==> config.mk <==
export PLATFORM = sky130hd
export DESIGN_NAME = path_travel_time_cost_flat
export DESIGN_NICKNAME = d
export VERILOG_FILES = /design/src/design/ptt_pkg.sv /design/src/design/ptt_pose_if.sv /design/src/design/ptt_cost_if.sv /design/src/design/ptt_dp.sv /design/src/design/ptt_ctrl.sv /design/src/design/path_travel_time_cost.sv /design/src/flat_wrapper.sv
export SDC_FILE = /design/constraint.sdc
export NUM_CORES = 2
export LEC_CHECK = 0
export ABC_AREA = 1
export BUFFER_PORTS_ARGS = -buffer_cell sky130_fd_sc_hd__buf_4
export CAP_MARGIN = 25
export CORE_ASPECT_RATIO = 1.25
export CORE_MARGIN = 1
export CORE_UTILIZATION = 40
export CTS_CLUSTER_SIZE = 10
export DETAILED_ROUTE_END_ITERATION = 8
export GPL_TIMING_DRIVEN = 0
export HOLD_SLACK_MARGIN = 0.03
export PLACE_DENSITY = 0.54
export SKIP_LAST_GASP = 1
export SLEW_MARGIN = 20
export SYNTH_ARGS = -nofsm -noshare
export SYNTH_HDL_FRONTEND = slang
export SYNTH_SLANG_ARGS = --single-unit
==> constraint.sdc <==
create_clock -name clk -period 9.4 [get_ports clk]
set_input_delay 0.47 -clock clk [delete_from_list [all_inputs] [get_ports clk]]
set_output_delay 0.47 -clock clk [all_outputs]
set_load 0.005 [all_outputs]
==> src/design/ptt_pkg.sv <==
// ----------------------------------------------------------------------------
// ptt_pkg: shared types and constants of the path travel-time cost block
// Widths, fixed-point constants, the arctangent table, and the command and
// status words between controller and datapath.
// ----------------------------------------------------------------------------
package ptt_pkg;

	localparam int CORDIC_STEPS = 16;
	localparam int ANGLE_BITS   = 16;

	localparam int COORD_W = 24;
	localparam int DELTA_W = COORD_W + 1;
	localparam int CX_W    = 36;           // CORDIC x/y with 8 guard bits and growth
	localparam int XP_W    = CX_W - 1;     // magnitude without sign
	localparam int XLO_W   = 17;           // low slice of magnitude for the multiplier
	localparam int ZW      = 32;           // angle in 2^-32 turn
	localparam int ACC_W   = 40;
	localparam int HALF_W  = ACC_W / 2;
	localparam int OUT_W   = 32;
	localparam int CFG_W   = 16;
	localparam int MUL_W   = 24;
	localparam int PROD_W  = 2 * MUL_W;
	localparam int SUM_W   = 64;
	localparam int LIN_W   = 48;
	localparam int RAD_W   = 48;
	localparam int CNT_W   = $clog2(CORDIC_STEPS);
	localparam int ATAN_DEPTH = 24;
	localparam int ATAN_IW    = $clog2(ATAN_DEPTH);

	localparam int APB_W    = 32;
	localparam int PADDR_W  = 3;

	localparam logic [MUL_W-1:0] INV_GAIN_Q24 = 24'd10188014;
	localparam logic [MUL_W-1:0] TWO_PI_Q20   = 24'd6588397;
	localparam logic [ACC_W-1:0] ACC_MAX      = {ACC_W{1'b1}};
	localparam logic [RAD_W-1:0] RAD_CLAMP    = RAD_W'(1) << (RAD_W - 1);
	localparam logic [SUM_W-1:0] OUT_MAX      = SUM_W'({OUT_W{1'b1}});

	localparam logic [CFG_W-1:0] INV_LIN_RST = 16'd6302;
	localparam logic [CFG_W-1:0] INV_ANG_RST = 16'd4096;

	// register index, taken from paddr[2]
	localparam logic REG_INV_LIN = 1'b0;
	localparam logic REG_INV_ANG = 1'b1;

	typedef enum logic [2:0] {
		MS_LEN_LO = 3'd0,
		MS_LEN_HI = 3'd1,
		MS_LIN_LO = 3'd2,
		MS_LIN_HI = 3'd3,
		MS_RAD_LO = 3'd4,
		MS_RAD_HI = 3'd5,
		MS_ANG_LO = 3'd6,
		MS_ANG_HI = 3'd7
	} msel_t;

	typedef enum logic [1:0] {
		ACC_HOLD = 2'd0,
		ACC_LOAD = 2'd1,
		ACC_ADD  = 2'd2
	} acc_op_t;

	// rounding constant and slice shift of each product pair
	typedef enum logic [1:0] {
		AS_LEN = 2'd0,
		AS_LIN = 2'd1,
		AS_RAD = 2'd2,
		AS_ANG = 2'd3
	} acc_sel_t;

	typedef struct packed {
		logic     load;
		logic     first_upd;
		logic     cinit;
		logic     citer;
		logic     mul_en;
		msel_t    msel;
		acc_op_t  acc_op;
		acc_sel_t acc_sel;
		logic     step_upd;
		logic     fturn;
		logic     save_lin;
		logic     save_rad;
		logic     emit;
	} ptt_cmd_t;

	typedef struct packed {
		logic iter_last;
		logic first;
		logic last;
		logic out_full;
	} ptt_stat_t;

	function automatic logic [ZW-1:0] atan_turn(input logic [ATAN_IW-1:0] idx);
		unique case (idx)
			5'd0:    return 32'h20000000;
			5'd1:    return 32'h12E4051E;
			5'd2:    return 32'h09FB385B;
			5'd3:    return 32'h051111D4;
			5'd4:    return 32'h028B0D43;
			5'd5:    return 32'h0145D7E1;
			5'd6:    return 32'h00A2F61E;
			5'd7:    return 32'h00517C55;
			5'd8:    return 32'h0028BE53;
			5'd9:    return 32'h00145F2F;
			5'd10:   return 32'h000A2F98;
			5'd11:   return 32'h000517CC;
			5'd12:   return 32'h00028BE6;
			5'd13:   return 32'h000145F3;
			5'd14:   return 32'h0000A2FA;
			5'd15:   return 32'h0000517D;
			5'd16:   return 32'h000028BE;
			5'd17:   return 32'h0000145F;
			5'd18:   return 32'h00000A30;
			5'd19:   return 32'h00000518;
			5'd20:   return 32'h0000028C;
			5'd21:   return 32'h00000146;
			5'd22:   return 32'h000000A3;
			5'd23:   return 32'h00000051;
			default: return '0;
		endcase
	endfunction

	// short way round: a change of half a turn stays half a turn
	function automatic logic [ANGLE_BITS-1:0] ang_abs(input logic [ANGLE_BITS-1:0] d);
		return d[ANGLE_BITS-1] ? (ANGLE_BITS'(~d) + ANGLE_BITS'(1)) : d;
	endfunction

endpackage

==> src/design/ptt_pose_if.sv <==
// ----------------------------------------------------------------------------
// ptt_pose_if: pose channel
// One word per pose: coordinates and path start and end marks.
// ----------------------------------------------------------------------------
interface ptt_pose_if;
	import ptt_pkg::*;

	logic                      valid;
	logic                      ready;
	logic signed [COORD_W-1:0] pose_x;
	logic signed [COORD_W-1:0] pose_y;
	logic                      first_pose;
	logic                      last_pose;

	modport source (output valid, pose_x, pose_y, first_pose, last_pose, input ready);
	modport sink   (input valid, pose_x, pose_y, first_pose, last_pose, output ready);

endinterface

==> src/design/ptt_cost_if.sv <==
// ----------------------------------------------------------------------------
// ptt_cost_if: cost channel
// One word per finished path: cost, length, turn and saturation flag.
// ----------------------------------------------------------------------------
interface ptt_cost_if;
	import ptt_pkg::*;

	logic             valid;
	logic             ready;
	logic [OUT_W-1:0] travel_cost;
	logic [OUT_W-1:0] path_length;
	logic [OUT_W-1:0] turn_total;
	logic             cost_saturated;

	modport source (output valid, travel_cost, path_length, turn_total, cost_saturated,
		input ready);
	modport sink   (input valid, travel_cost, path_length, turn_total, cost_saturated,
		output ready);

endinterface

==> src/design/ptt_dp.sv <==
// ----------------------------------------------------------------------------
// ptt_dp: path cost datapath
// Vectoring CORDIC stage, shared 24x24 multiplier with slice accumulator,
// saturating path sums and the output register.
// ----------------------------------------------------------------------------
module ptt_dp (
	input  logic                               clk,
	input  logic                               arst_n,
	input  ptt_pkg::ptt_cmd_t                  cmd,
	output ptt_pkg::ptt_stat_t                 stat,
	input  logic signed [ptt_pkg::COORD_W-1:0] pose_x,
	input  logic signed [ptt_pkg::COORD_W-1:0] pose_y,
	input  logic                               first_pose,
	input  logic                               last_pose,
	input  logic [ptt_pkg::CFG_W-1:0]          inv_lin,
	input  logic [ptt_pkg::CFG_W-1:0]          inv_ang,
	ptt_cost_if.source                         res
);
	import ptt_pkg::*;

	// latched pose
	logic signed [COORD_W-1:0] pose_x_q, pose_y_q;
	logic                      first_q, last_q;

	// path state
	logic signed [COORD_W-1:0] last_x_q, last_y_q;
	logic [ANGLE_BITS-1:0]     last_head_q;
	logic [ACC_W-1:0]          dist_q, turn_q;
	logic                      ovf_q;

	// CORDIC
	logic signed [CX_W-1:0] cx_q, cy_q;
	logic [ZW-1:0]          cz_q;
	logic [CNT_W-1:0]       cnt_q;
	logic                   zero_q;

	// multiplier and accumulator
	logic [PROD_W-1:0] prod_q;
	logic [SUM_W-1:0]  acc_q;
	logic [LIN_W-1:0]  lin_q;
	logic [RAD_W-1:0]  rad_q;

	// output register
	logic             out_valid_q;
	logic [OUT_W-1:0] cost_q, plen_q, tturn_q;
	logic             sat_q;

	logic signed [DELTA_W-1:0] dx, dy;
	logic signed [CX_W-1:0]    dxs, dys, sx, sy;
	logic [ZW-1:0]             at;
	logic [XP_W-1:0]           xpos;
	logic [MUL_W-1:0]          mul_a, mul_b;
	logic [SUM_W-1:0]          rnd, prod_sh;
	logic [OUT_W-1:0]          len;
	logic [ZW-1:0]             zr;
	logic [ANGLE_BITS-1:0]     head, turn_inc;
	logic [ACC_W:0]            dist_nx, turn_nx;
	logic [SUM_W-1:0]          rad_big, cost_full;

	assign dx  = DELTA_W'(pose_x_q) - DELTA_W'(last_x_q);
	assign dy  = DELTA_W'(pose_y_q) - DELTA_W'(last_y_q);
	assign dxs = CX_W'(dx) <<< 8;
	assign dys = CX_W'(dy) <<< 8;
	assign sx  = cx_q >>> cnt_q;
	assign sy  = cy_q >>> cnt_q;
	assign at  = atan_turn(ATAN_IW'(cnt_q));

	assign xpos = cx_q[CX_W-1] ? '0 : cx_q[XP_W-1:0];

	always_comb begin
		unique case (cmd.msel)
			MS_LEN_LO: begin mul_a = MUL_W'(xpos[XLO_W-1:0]);      mul_b = INV_GAIN_Q24; end
			MS_LEN_HI: begin mul_a = MUL_W'(xpos[XP_W-1:XLO_W]);   mul_b = INV_GAIN_Q24; end
			MS_LIN_LO: begin mul_a = MUL_W'(dist_q[HALF_W-1:0]);   mul_b = MUL_W'(inv_lin); end
			MS_LIN_HI: begin mul_a = MUL_W'(dist_q[ACC_W-1:HALF_W]); mul_b = MUL_W'(inv_lin); end
			MS_RAD_LO: begin mul_a = MUL_W'(turn_q[HALF_W-1:0]);   mul_b = TWO_PI_Q20; end
			MS_RAD_HI: begin mul_a = MUL_W'(turn_q[ACC_W-1:HALF_W]); mul_b = TWO_PI_Q20; end
			MS_ANG_LO: begin mul_a = rad_q[MUL_W-1:0];             mul_b = MUL_W'(inv_ang); end
			MS_ANG_HI: begin mul_a = rad_q[RAD_W-1:MUL_W];         mul_b = MUL_W'(inv_ang); end
			default:   begin mul_a = '0;                           mul_b = '0; end
		endcase
	end

	always_comb begin
		unique case (cmd.acc_sel)
			AS_LEN: begin
				rnd     = SUM_W'(1) << 31;
				prod_sh = SUM_W'(prod_q) << XLO_W;
			end
			AS_LIN: begin
				rnd     = SUM_W'(128);
				prod_sh = SUM_W'(prod_q) << HALF_W;
			end
			AS_RAD: begin
				rnd     = SUM_W'(1) << (ANGLE_BITS + 3);
				prod_sh = SUM_W'(prod_q) << HALF_W;
			end
			AS_ANG: begin
				rnd     = SUM_W'(2048);
				prod_sh = SUM_W'(prod_q) << MUL_W;
			end
			default: begin
				rnd     = '0;
				prod_sh = '0;
			end
		endcase
	end

	// step length and heading rounded half up; a zero step has neither
	assign len  = zero_q ? '0 : acc_q[SUM_W-1:SUM_W-OUT_W];
	assign zr   = cz_q + (ZW'(1) << (31 - ANGLE_BITS));
	assign head = zero_q ? '0 : zr[ZW-1 -: ANGLE_BITS];

	assign turn_inc = cmd.fturn ? ang_abs(last_head_q) : ang_abs(head - last_head_q);
	assign dist_nx  = {1'b0, dist_q} + (ACC_W+1)'(len);
	assign turn_nx  = {1'b0, turn_q} + (ACC_W+1)'(turn_inc);

	assign rad_big   = acc_q >> (ANGLE_BITS + 4);
	assign cost_full = SUM_W'(lin_q) + (acc_q >> 12);

	assign stat.iter_last = (cnt_q == CNT_W'(CORDIC_STEPS - 1));
	assign stat.first     = first_q;
	assign stat.last      = last_q;
	assign stat.out_full  = out_valid_q && !res.ready;

	always_ff @(posedge clk or negedge arst_n) begin
		if (!arst_n) begin
			first_q     <= 1'b0;
			last_q      <= 1'b0;
			last_x_q    <= '0;
			last_y_q    <= '0;
			last_head_q <= '0;
			dist_q      <= '0;
			turn_q      <= '0;
			ovf_q       <= 1'b0;
			out_valid_q <= 1'b0;
		end else begin
			if (cmd.load) begin
				first_q <= first_pose;
				last_q  <= last_pose;
			end
			if (cmd.first_upd) begin
				last_x_q    <= pose_x_q;
				last_y_q    <= pose_y_q;
				last_head_q <= '0;
				dist_q      <= '0;
				turn_q      <= '0;
				ovf_q       <= 1'b0;
			end else if (cmd.step_upd) begin
				last_x_q    <= pose_x_q;
				last_y_q    <= pose_y_q;
				last_head_q <= head;
				dist_q      <= dist_nx[ACC_W] ? ACC_MAX : dist_nx[ACC_W-1:0];
				turn_q      <= turn_nx[ACC_W] ? ACC_MAX : turn_nx[ACC_W-1:0];
				if (dist_nx[ACC_W] || turn_nx[ACC_W]) begin
					ovf_q <= 1'b1;
				end
			end else if (cmd.fturn) begin
				turn_q <= turn_nx[ACC_W] ? ACC_MAX : turn_nx[ACC_W-1:0];
				if (turn_nx[ACC_W]) begin
					ovf_q <= 1'b1;
				end
			end else if (cmd.emit) begin
				last_head_q <= '0;
				dist_q      <= '0;
				turn_q      <= '0;
				ovf_q       <= 1'b0;
			end
			if (cmd.emit) begin
				out_valid_q <= 1'b1;
			end else if (res.ready) begin
				out_valid_q <= 1'b0;
			end
		end
	end

	// payload registers
	always_ff @(posedge clk) begin
		if (cmd.load) begin
			pose_x_q <= pose_x;
			pose_y_q <= pose_y;
		end
		if (cmd.cinit) begin
			zero_q <= (dx == '0) && (dy == '0);
			cnt_q  <= '0;
			if (dx < 0) begin
				cx_q <= -dxs;
				cy_q <= -dys;
				cz_q <= ZW'(1) << (ZW - 1);
			end else begin
				cx_q <= dxs;
				cy_q <= dys;
				cz_q <= '0;
			end
		end else if (cmd.citer) begin
			cnt_q <= cnt_q + CNT_W'(1);
			if (!cy_q[CX_W-1]) begin
				cx_q <= cx_q + sy;
				cy_q <= cy_q - sx;
				cz_q <= cz_q + at;
			end else begin
				cx_q <= cx_q - sy;
				cy_q <= cy_q + sx;
				cz_q <= cz_q - at;
			end
		end
		if (cmd.mul_en) begin
			prod_q <= mul_a * mul_b;
		end
		unique case (cmd.acc_op)
			ACC_LOAD: acc_q <= SUM_W'(prod_q) + rnd;
			ACC_ADD:  acc_q <= acc_q + prod_sh;
			default:  acc_q <= acc_q;
		endcase
		if (cmd.save_lin) begin
			lin_q <= acc_q[8 +: LIN_W];
		end
		if (cmd.save_rad) begin
			rad_q <= (rad_big > SUM_W'(RAD_CLAMP)) ? RAD_CLAMP : rad_big[RAD_W-1:0];
		end
		if (cmd.emit) begin
			cost_q  <= (cost_full > OUT_MAX) ? '1 : cost_full[OUT_W-1:0];
			plen_q  <= (SUM_W'(dist_q) > OUT_MAX) ? '1 : dist_q[OUT_W-1:0];
			tturn_q <= (SUM_W'(turn_q) > OUT_MAX) ? '1 : turn_q[OUT_W-1:0];
			sat_q   <= ovf_q || (cost_full > OUT_MAX) || (SUM_W'(dist_q) > OUT_MAX)
				|| (SUM_W'(turn_q) > OUT_MAX);
		end
	end

	assign res.valid          = out_valid_q;
	assign res.travel_cost    = cost_q;
	assign res.path_length    = plen_q;
	assign res.turn_total     = tturn_q;
	assign res.cost_saturated = sat_q;

endmodule

==> src/design/ptt_ctrl.sv <==
// ----------------------------------------------------------------------------
// ptt_ctrl: path cost sequencer
// Steps the datapath through the CORDIC pass, length scaling, sum update and,
// on the final pose, the cost evaluation; a start pose skips the CORDIC pass and length scaling.
// ----------------------------------------------------------------------------
module ptt_ctrl (
	input  logic               clk,
	input  logic               arst_n,
	input  logic               in_valid,
	output logic               in_ready,
	input  ptt_pkg::ptt_stat_t stat,
	output ptt_pkg::ptt_cmd_t  cmd
);
	import ptt_pkg::*;

	typedef enum logic [18:0] {
		ST_IDLE  = 19'h00001,
		ST_INIT  = 19'h00002,
		ST_ITER  = 19'h00004,
		ST_LEN0  = 19'h00008,
		ST_LEN1  = 19'h00010,
		ST_LEN2  = 19'h00020,
		ST_STEP  = 19'h00040,
		ST_FTURN = 19'h00080,
		ST_L0    = 19'h00100,
		ST_L1    = 19'h00200,
		ST_L2    = 19'h00400,
		ST_R0    = 19'h00800,
		ST_R1    = 19'h01000,
		ST_R2    = 19'h02000,
		ST_A0    = 19'h04000,
		ST_A1    = 19'h08000,
		ST_A2    = 19'h10000,
		ST_A3    = 19'h20000,
		ST_OUT   = 19'h40000
	} state_t;

	state_t state_q, state_d;

	assign in_ready = (state_q == ST_IDLE);

	always_comb begin
		cmd     = '0;
		state_d = state_q;
		unique case (state_q)
			ST_IDLE: begin
				if (in_valid) begin
					cmd.load = 1'b1;
					state_d  = ST_INIT;
				end
			end
			ST_INIT: begin
				if (stat.first) begin
					cmd.first_upd = 1'b1;
					state_d = stat.last ? ST_FTURN : ST_IDLE;
				end else begin
					cmd.cinit = 1'b1;
					state_d   = ST_ITER;
				end
			end
			ST_ITER: begin
				cmd.citer = 1'b1;
				if (stat.iter_last) begin
					state_d = ST_LEN0;
				end
			end
			ST_LEN0: begin
				cmd.mul_en = 1'b1;
				cmd.msel   = MS_LEN_LO;
				state_d    = ST_LEN1;
			end
			ST_LEN1: begin
				cmd.mul_en  = 1'b1;
				cmd.msel    = MS_LEN_HI;
				cmd.acc_op  = ACC_LOAD;
				cmd.acc_sel = AS_LEN;
				state_d     = ST_LEN2;
			end
			ST_LEN2: begin
				cmd.acc_op  = ACC_ADD;
				cmd.acc_sel = AS_LEN;
				state_d     = ST_STEP;
			end
			ST_STEP: begin
				cmd.step_upd = 1'b1;
				state_d = stat.last ? ST_FTURN : ST_IDLE;
			end
			ST_FTURN: begin
				cmd.fturn = 1'b1;
				state_d   = ST_L0;
			end
			ST_L0: begin
				cmd.mul_en = 1'b1;
				cmd.msel   = MS_LIN_LO;
				state_d    = ST_L1;
			end
			ST_L1: begin
				cmd.mul_en  = 1'b1;
				cmd.msel    = MS_LIN_HI;
				cmd.acc_op  = ACC_LOAD;
				cmd.acc_sel = AS_LIN;
				state_d     = ST_L2;
			end
			ST_L2: begin
				cmd.acc_op  = ACC_ADD;
				cmd.acc_sel = AS_LIN;
				state_d     = ST_R0;
			end
			ST_R0: begin
				cmd.save_lin = 1'b1;
				cmd.mul_en   = 1'b1;
				cmd.msel     = MS_RAD_LO;
				state_d      = ST_R1;
			end
			ST_R1: begin
				cmd.mul_en  = 1'b1;
				cmd.msel    = MS_RAD_HI;
				cmd.acc_op  = ACC_LOAD;
				cmd.acc_sel = AS_RAD;
				state_d     = ST_R2;
			end
			ST_R2: begin
				cmd.acc_op  = ACC_ADD;
				cmd.acc_sel = AS_RAD;
				state_d     = ST_A0;
			end
			ST_A0: begin
				cmd.save_rad = 1'b1;
				state_d      = ST_A1;
			end
			ST_A1: begin
				cmd.mul_en = 1'b1;
				cmd.msel   = MS_ANG_LO;
				state_d    = ST_A2;
			end
			ST_A2: begin
				cmd.mul_en  = 1'b1;
				cmd.msel    = MS_ANG_HI;
				cmd.acc_op  = ACC_LOAD;
				cmd.acc_sel = AS_ANG;
				state_d     = ST_A3;
			end
			ST_A3: begin
				cmd.acc_op  = ACC_ADD;
				cmd.acc_sel = AS_ANG;
				state_d     = ST_OUT;
			end
			ST_OUT: begin
				// hold until the previous result word has gone
				if (!stat.out_full) begin
					cmd.emit = 1'b1;
					state_d  = ST_IDLE;
				end
			end
			default: begin
				state_d = ST_IDLE;
			end
		endcase
	end

	always_ff @(posedge clk or negedge arst_n) begin
		if (!arst_n) begin
			state_q <= ST_IDLE;
		end else begin
			state_q <= state_d;
		end
	end

endmodule

==> src/design/path_travel_time_cost.sv <==
// ----------------------------------------------------------------------------
// path_travel_time_cost: travel-time cost of a planned path
// Sums step length and heading change over the poses of a path and emits one
// cost word on the final pose. APB register port for the speed reciprocals.
// ----------------------------------------------------------------------------
// Poses arrive one word at a time; a pose with first_pose set starts a path by
// resetting the path sums, with no CORDIC pass. Any other pose runs one vectoring
// CORDIC pass, one iteration a cycle through a single shift-add stage, then
// scales the magnitude on the shared 24x24 multiplier and updates the sums before
// the next pose is taken. A pose with last_pose set then computes the cost, which
// takes six products on the same multiplier, and waits further only while an
// earlier cost word is still held in the output register. Register 0 (address 0)
// is inv_linear_speed and register 1 (address 4) is inv_angular_speed, both Q4.12;
// write them only while no path is in progress.
module path_travel_time_cost (
	input  logic                        clk,
	input  logic                        arst_n,
	input  logic                        psel,
	input  logic                        penable,
	input  logic                        pwrite,
	input  logic [ptt_pkg::PADDR_W-1:0] paddr,
	input  logic [ptt_pkg::APB_W-1:0]   pwdata,
	output logic [ptt_pkg::APB_W-1:0]   prdata,
	output logic                        pready,
	ptt_pose_if.sink                    pose,
	ptt_cost_if.source                  cost
);
	import ptt_pkg::*;

	logic [CFG_W-1:0] inv_lin_q, inv_ang_q;
	logic             cfg_wr;
	ptt_cmd_t         cmd;
	ptt_stat_t        stat;
	logic             in_ready;

	assign pready = 1'b1;
	assign cfg_wr = psel && penable && pwrite && pready;
	assign prdata = (paddr[2] == REG_INV_ANG) ? APB_W'(inv_ang_q) : APB_W'(inv_lin_q);

	always_ff @(posedge clk or negedge arst_n) begin
		if (!arst_n) begin
			inv_lin_q <= INV_LIN_RST;
			inv_ang_q <= INV_ANG_RST;
		end else if (cfg_wr) begin
			if (paddr[2] == REG_INV_LIN) begin
				inv_lin_q <= pwdata[CFG_W-1:0];
			end else begin
				inv_ang_q <= pwdata[CFG_W-1:0];
			end
		end
	end

	assign pose.ready = in_ready;

	ptt_ctrl u_ctrl (
		.clk      (clk),
		.arst_n   (arst_n),
		.in_valid (pose.valid),
		.in_ready (in_ready),
		.stat     (stat),
		.cmd      (cmd)
	);

	ptt_dp u_dp (
		.clk        (clk),
		.arst_n     (arst_n),
		.cmd        (cmd),
		.stat       (stat),
		.pose_x     (pose.pose_x),
		.pose_y     (pose.pose_y),
		.first_pose (pose.first_pose),
		.last_pose  (pose.last_pose),
		.inv_lin    (inv_lin_q),
		.inv_ang    (inv_ang_q),
		.res        (cost)
	);

	// a taken pose always keeps the block busy in the following cycle
	a_busy_after_take: assert property (@(posedge clk) disable iff (!arst_n)
		pose.valid && pose.ready |=> !pose.ready)
		else $error("pose taken while previous pose still in work");

	// a start pose that does not end the path needs no CORDIC pass
	a_first_quick: assert property (@(posedge clk) disable iff (!arst_n)
		pose.valid && pose.ready && pose.first_pose && !pose.last_pose |=> ##1 pose.ready)
		else $error("start pose did not release the input");

	// a fresh cost word comes out of the busy sequence, never from idle
	a_cost_from_busy: assert property (@(posedge clk) disable iff (!arst_n)
		$rose(cost.valid) |-> $past(!pose.ready))
		else $error("cost word raised while idle");

endmodule
==> src/flat_wrapper.sv <==
// flat-port wrapper written by rule: the top's interface ports become plain ports
module path_travel_time_cost_flat import ptt_pkg::*;
  (clk, arst_n, psel, penable, pwrite, paddr, pwdata, prdata, pready, pose_valid, pose_pose_x, pose_pose_y, pose_first_pose, pose_last_pose, pose_ready, cost_valid, cost_travel_cost, cost_path_length, cost_turn_total, cost_cost_saturated, cost_ready);
  ptt_pose_if pose_i ();
  ptt_cost_if cost_i ();
  input  logic clk;
  input  logic arst_n;
  input  logic psel;
  input  logic penable;
  input  logic pwrite;
  input  logic [ptt_pkg::PADDR_W-1:0] paddr;
  input  logic [ptt_pkg::APB_W-1:0] pwdata;
  output logic [ptt_pkg::APB_W-1:0] prdata;
  output logic pready;
  input wire logic [$bits(pose_i.valid)-1:0] pose_valid;
  input wire logic [$bits(pose_i.pose_x)-1:0] pose_pose_x;
  input wire logic [$bits(pose_i.pose_y)-1:0] pose_pose_y;
  input wire logic [$bits(pose_i.first_pose)-1:0] pose_first_pose;
  input wire logic [$bits(pose_i.last_pose)-1:0] pose_last_pose;
  output wire logic [$bits(pose_i.ready)-1:0] pose_ready;
  output wire logic [$bits(cost_i.valid)-1:0] cost_valid;
  output wire logic [$bits(cost_i.travel_cost)-1:0] cost_travel_cost;
  output wire logic [$bits(cost_i.path_length)-1:0] cost_path_length;
  output wire logic [$bits(cost_i.turn_total)-1:0] cost_turn_total;
  output wire logic [$bits(cost_i.cost_saturated)-1:0] cost_cost_saturated;
  input wire logic [$bits(cost_i.ready)-1:0] cost_ready;
  assign pose_i.valid = pose_valid;
  assign pose_i.pose_x = pose_pose_x;
  assign pose_i.pose_y = pose_pose_y;
  assign pose_i.first_pose = pose_first_pose;
  assign pose_i.last_pose = pose_last_pose;
  assign pose_ready = pose_i.ready;
  assign cost_valid = cost_i.valid;
  assign cost_travel_cost = cost_i.travel_cost;
  assign cost_path_length = cost_i.path_length;
  assign cost_turn_total = cost_i.turn_total;
  assign cost_cost_saturated = cost_i.cost_saturated;
  assign cost_i.ready = cost_ready;
  path_travel_time_cost u_core (.clk(clk), .arst_n(arst_n), .psel(psel), .penable(penable), .pwrite(pwrite), .paddr(paddr), .pwdata(pwdata), .prdata(prdata), .pready(pready), .pose(pose_i), .cost(cost_i));
endmodule
# == Word-level counts from Yosys, hierarchy flattened ==
# Memories as Yosys holds them, arrays and structs flattened. A register that Yosys moved wholly into a read port is not among the register bits.
# Cells that the tools add are included.
# op_classes
add_sub_neg,20
n_mul,1
n_div,0
n_lt_le_gt_ge,5
eq_ne,38
shifts,2
mux,72
n_bitwise,3
reduce_logical,29
# op_table
op,n
$pmux 19 s19,1
$mux 40,9
$mux 36,8
$pmux 64 s4,1
$pmux 24 s8,1
$pmux 64 s3,1
$mux 32,5
$mux 16,9
$pmux 64 s2,1
$mux 24,4
$pmux 24 s4,1
$gt 40x32->1 const B,2
$add 36x36->36,2
$neg 33->36,2
$sshr 36x4->36,2
$sub 36x36->36,2
$add 48x64->64,1
$add 64x64->64,1
$pmux 4 s8,2
$mux 19,3
$add 48x52->53,1
$gt 53x32->1 const B,1
$logic_not 25->1,2
$sub 24x24->25,2
other kinds (60),106
# totals
regBits,661
latch_bits,0
ram_bits,0
romBits,480
wordCells,199
memories,1
# memory_table
memory,words,width,rd,rd_clocked_by_memory_dff,wr,line_no,text
(no name shown),16,30,1,1,0,ptt_pkg.sv:95,unique case (idx)

# == Logic depth before layout (Yosys ltp) ==
# logic_depth
ltp_word,12
mapped_depth,45
mapped_depth_nobuf,45

# == Hierarchy ==
# A second synthesis with hierarchy kept.
# hier_totals
hier_cells,10473
hier_area_um2,75482.4
# by_module_without_submodules
module,instances,cells_per_inst,area_each_um2,seq_area_each_um2
ptt_dp,1,10075,72518.3,17777.0
path_travel_time_cost,1,213,1637.8,810.8
ptt_ctrl,1,185,1326.3,476.7

# == Worst setup path after synthesis ==
# OpenSTA, ideal clock, no wires.
# synth_path
path_kind,flip-flop to flip-flop
startpoint,register u_core.u_ctrl.state_q[4]
endpoint,register u_core.u_dp.prod_q[44] (data pin)
arrival_time_ns,8.232
setup_slack_ns,0.909
path_stages_with_launch,39
path_buffers,2
synth_period_minus_slack_ns,8.491
path_cell_list,dfrtp_1 nor2_1 inv_2 nor2_2 nand2_4 inv_4 nand2_4 nor2_4 nor3_4 nor2_2 buf_4 nand2_1 nand2_1 buf_2 nand2_1 fa_1 inv_1 fa_1 [3 not listed] fa_1 inv_1 fa_1 inv_1 fa_1 inv_1 fa_1 inv_1 ha_1 nand2_1 nor2_1 nand4_1 o21ai_0 a21boi_0 o21ai_0 nand4_1 nand2_1 xor2_1
# synth_between
elab_chain_cells,6
# synth_lines
element,line_no,text
start: declaration,ptt_ctrl.sv:38,"state_t state_q, state_d;"
start signal: assignment,ptt_ctrl.sv:165,state_q <= state_d;
$eq 19x17->1 (tied with other cells),ptt_ctrl.sv:45,unique case (state_q)
$pmux 4 s8 (*),ptt_ctrl.sv:45,
$eq 3x3->1 (tied with other cells),ptt_dp.sv:71,unique case (cmd.msel)
$reduce_or 2->1 (no source line),-,
$pmux 24 s4,ptt_dp.sv:71,
$mul 24x24->48 (*),ptt_dp.sv:208,prod_q <= mul_a * mul_b;
end signal: assignment,ptt_dp.sv:208,
end: declaration,ptt_dp.sv:38,logic [PROD_W-1:0] prod_q;
# Every way passes the cells marked *; elsewhere a longest branch is shown, timed or not.
# A chain may end at the register's enable or synchronous reset.

# == Worst setup path in the final report ==
# layout_path
startpoint,register u_core.u_ctrl.state_q[8]
endpoint,register u_core.u_dp.prod_q[45] (data pin)
# The elaborated chain is that of the path after synthesis.

==> metrics.md <==
| Metric | Value |
|---|---|
| Setup crit end kind | `register` |
| Slowest CP cell | `fa_1` |
| NumNets Final | `12100` |
| Tightest Pin Transition | `1.17 ns` |
| Initial antenna violation count | `6` |
| Ratio of cells with drive above 1 in the final layout | `roughly 6.6%` |
| Worst Path Class, Setup | `reg2reg` |
| CTS Buffer Depth | `3` |
| Max Cap Viol | `0` |
| Largest net degree at the start of global routing | `77` |
| ANT nets after route | `0` |
| Routed wire length | `roughly 300000 µm` |
| # port buffers | `187` |
| Most used cell, CP | `inv_1` |
| Initial drt markers | `5631` |
| Global-route wire length before repair | `441000 µm` |
| Min-delay worst type | `in2async` |
| CP max FO | `10` |
| Placed cell count | `13400` |
| Req. time, crit path | `9.88 ns` |
| Register area share after synthesis | `25.2%` |
| Worst path bufs/invs | `9` |
| Row count | `about 180` |
| Initial Util | `40.2%` |
| Slew margin rel. | `between 20% and 30%` |
| Finished Layout Cells | `approximately 14000` |
| Async set-or-reset flop fraction in the synthesized netlist | `approximately 30%` |
| Total Routing Usage GR | `30.7%` |
| Ys Warns | `0` |
| Syn-to-layout area delta | `12.0%` |
| Post-DP HPWL | `between 200000 and 250000 µm` |
| Crit. path cell count | `37` |
| Worst-Skew Late Latency | `0.75 ns` |
| Worst hold slack | `0.260 ns` |
| Highest clock rate | `110 MHz` |
| Syn Inst Count | `10600` |
| Clock-pin slew on the worst setup and hold paths | `0.06 ns` |
| Post-layout min period | `between 9 and 10 ns` |
| Via/cell ratio | `between 5 and 6` |
| Routability Congestion | `1.02` |
| RSZ-0062 raised after global routing | `yes` |
| Post-synth EDFFs | `446` |
| CTS buffer count | `86` |
| Io pins | `224` |
| Final Hold Fails | `0` |
| R2r worst-path depth | `37` |
| Status | `completed` |
| Routed vias | `73300` |
| Vias in the first global route | `between 70000 and 80000` |
| Max-slew violations | `0` |
| Drt wl/cell | `between 20 and 25 µm` |
| Max H-tree Level | `3` |
| Core ar. | `roughly 0.19 mm²` |
| # DRC | `0` |
| Seq cells post-synth | `between 600 and 700` |
| Final Skew | `0.0365 ns` |
| Die Ht | `488 µm` |
| Top_reg_cell synth | `edfxtp_1` |
| Period utilization | `96.9%` |
| CP Launch Type | `register` |
| Worst path top cell family by delay | `adder cells` |
| Setup Viol. Count Final | `0` |
| Cell Area, Synth | `0.0756 mm²` |
| Sink Count | `679` |
| Post-synthesis cell type count | `79` |
| CTS tree | `built` |
| TritonRoute pass-1 iters | `6` |
| Worst stage delay on the critical path | `0.66 ns` |
| Total gr overflow | `0` |
| Die area | `around 0.19 mm²` |
| Die X | `391 µm` |
| Clock root buffer | `clkbuf_16` |
| Crit path DAT | `approximately 9.6 ns` |
| Mapped Avg Cell Area | `between 7 and 8 µm²` |
==> registers in the layout (all words and copies together), names as in the netlist, 30 cells and up <==
signal / count
u_core.u_dp.acc_q: 56
u_core.u_dp.at: 30
u_core.u_dp.cx_q: 36
u_core.u_dp.cy_q: 36
u_core.u_dp.cz_q: 32
u_core.u_dp.dist_q: 40
u_core.u_dp.lin_q: 48
u_core.u_dp.prod_q: 48
u_core.u_dp.rad_q: 44
u_core.u_dp.res.path_length: 32
u_core.u_dp.res.travel_cost: 32
u_core.u_dp.res.turn_total: 32
u_core.u_dp.turn_q: 40
==> cell usage after synthesis (10+ instances only) <==
cell type | instances | share of area, %
a21boi_0 | 15 | 0.15
nor3_1 | 128 | 0.85
nand4_1 | 127 | 1.1
nand3_1 | 828 | 5.5
o221ai_1 | 43 | 0.50
o21ai_0 | 611 | 4.0
inv_1 | 1795 | 8.9
nand3b_1 | 34 | 0.34
buf_4 | 33 | 0.33
o31ai_1 | 13 | 0.13
xor2_1 | 159 | 1.8
o21a_1 | 36 | 0.36
clkbuf_1 | 95 | 0.47
o21bai_1 | 33 | 0.33
edfxtp_1 | 446 | 18
xnor2_1 | 97 | 1.1
ha_1 | 506 | 8.4
a31oi_1 | 82 | 0.68
buf_2 | 113 | 0.75
or2_2 | 32 | 0.26
o21ai_1 | 31 | 0.21
buf_1 | 29 | 0.14
fa_1 | 492 | 13
inv_2 | 45 | 0.22
dfrtp_1 | 190 | 6.3
o22ai_1 | 84 | 0.70
a21oi_1 | 597 | 4.0
nand2_1 | 2623 | 13
nor4_1 | 32 | 0.26
nand2_2 | 22 | 0.18
nor2_2 | 22 | 0.18
nor2_4 | 10 | 0.15
nor2_1 | 982 | 4.9
a211oi_1 | 25 | 0.25
dfxtp_1 | 34 | 0.90
o211ai_1 | 18 | 0.18
a21o_1 | 28 | 0.28
==> cell usage in the layout (no fill, tap or decap), types with 82 or more instances in the layout <==
master	count
nand2_1	2614
inv_1	1793
nor2_1	961
nand3_1	827
o21ai_0	605
a21oi_1	596
ha_1	506
fa_1	492
edfxtp_1	446
buf_4	227
dfrtp_1	189
xor2_1	159
nand4_1	127
nor3_1	125
clkbuf_1	118
buf_2	115
xnor2_1	97
clkbuf_16	87
a31oi_1	82
==> final timing paths <==
| kind | startpoint | endpoint | slack [ns] |
|---|---|---|---|
| max | u_core.u_ctrl.state_q[8]$_DFFE_PN0P_ | u_core.u_dp.prod_q[45]$_DFFE_PN_ | 0.29 |
| max reg2reg | u_core.u_ctrl.state_q[8]$_DFFE_PN0P_ | u_core.u_dp.prod_q[45]$_DFFE_PN_ | 0.29 |
| min reg2reg | u_core.u_dp.acc_q[11]$_DFFE_PP_ | u_core.u_dp.lin_q[3]$_DFFE_PP_ | 0.42 |
| min in group clk | penable | u_core.inv_lin_q[15]$_DFFE_PN0P_ | 0.28 |
| max in group asynchronous | arst_n | u_core.u_ctrl.state_q[8]$_DFFE_PN0P_ | 7.80 |
| min | arst_n | u_core.inv_lin_q[6]$_DFFE_PN0P_ | 0.26 |
==> area by class of cell <==
| class | instances | area, µm² |
|---|---|---|
| fillers | 19600 | 103000 |
| multi-input cells | 7846 | 48700 |
| flip-flops and latches | 679 | 19100 |
| inverters | 1843 | 6940 |
| well taps | 2520 | 3150 |
| repair buffers | 286 | 2540 |
| clock buffers | 133 | 2500 |
| plain buffers | 278 | 1400 |
| clock inverters | 20 | 307 |
| diodes | 8 | 20.0 |
==> routing by layer <==
metal / global-route usage [%] / part of all wire [%]
met1: 37.8 / 41
met4: 13.6 / 5.0
met5: 0 / 0.011
met3: 3.47 / 5.5
met2: 53.6 / 48
==> worst register-to-register path: cells and delay by family, from the launching register on <==
family | cells | cell delay, ns
simple gates | 14 | 1.84
buf+inv | 9 | 1.10
flops | 1 | 0.49
compound gates | 6 | 1.13
fa+ha+maj | 8 | 4.30
==> stage by stage <==
step                      setup WS [ns]  utilization [%]  instance area [µm²]  setup TNS (ns)
after floorplan                   0.909                -                75800               0
after global placement            -1.18             42.7                80300          -48.73
after detailed placement         -0.629             43.0                80800           -4.21
after CTS                       -0.0137             44.9                84400         -0.0137
after global routing            -0.0463             45.0                84600          -0.124
final                             0.294             45.0                84600               0
==> repair_timing <==
item                                    in CTS  in global routing
hold buffers                                68                  0
endpoints found under the setup margin      16                 20
setup buffers                                3                  2
pin swaps                                    3                  1
hold endpoints to repair                   150                  0
resized for setup                           15                 62
==> cells by family (layout without fill, tap and decap cells) <==
family                   Yosys count  count (layout)  share of synthesized area, %
AO/OA/AOI/OAI                   1647            1647                          12.1
XOR/XNOR                         256             256                          2.97
adder cells (fa/ha/maj)          998             998                          21.4
buffers and inverters           2121            2560                          11.0
flip-flops                       679             679                          25.2
multiplexers                       1               1                        0.0132
other                              2              65                       0.00994
AND/OR/NAND/NOR                 4887            4887                          27.3
Power is not shown: default switching activity piles up to over one toggle a cycle in this logic, so the estimate is an artifact.
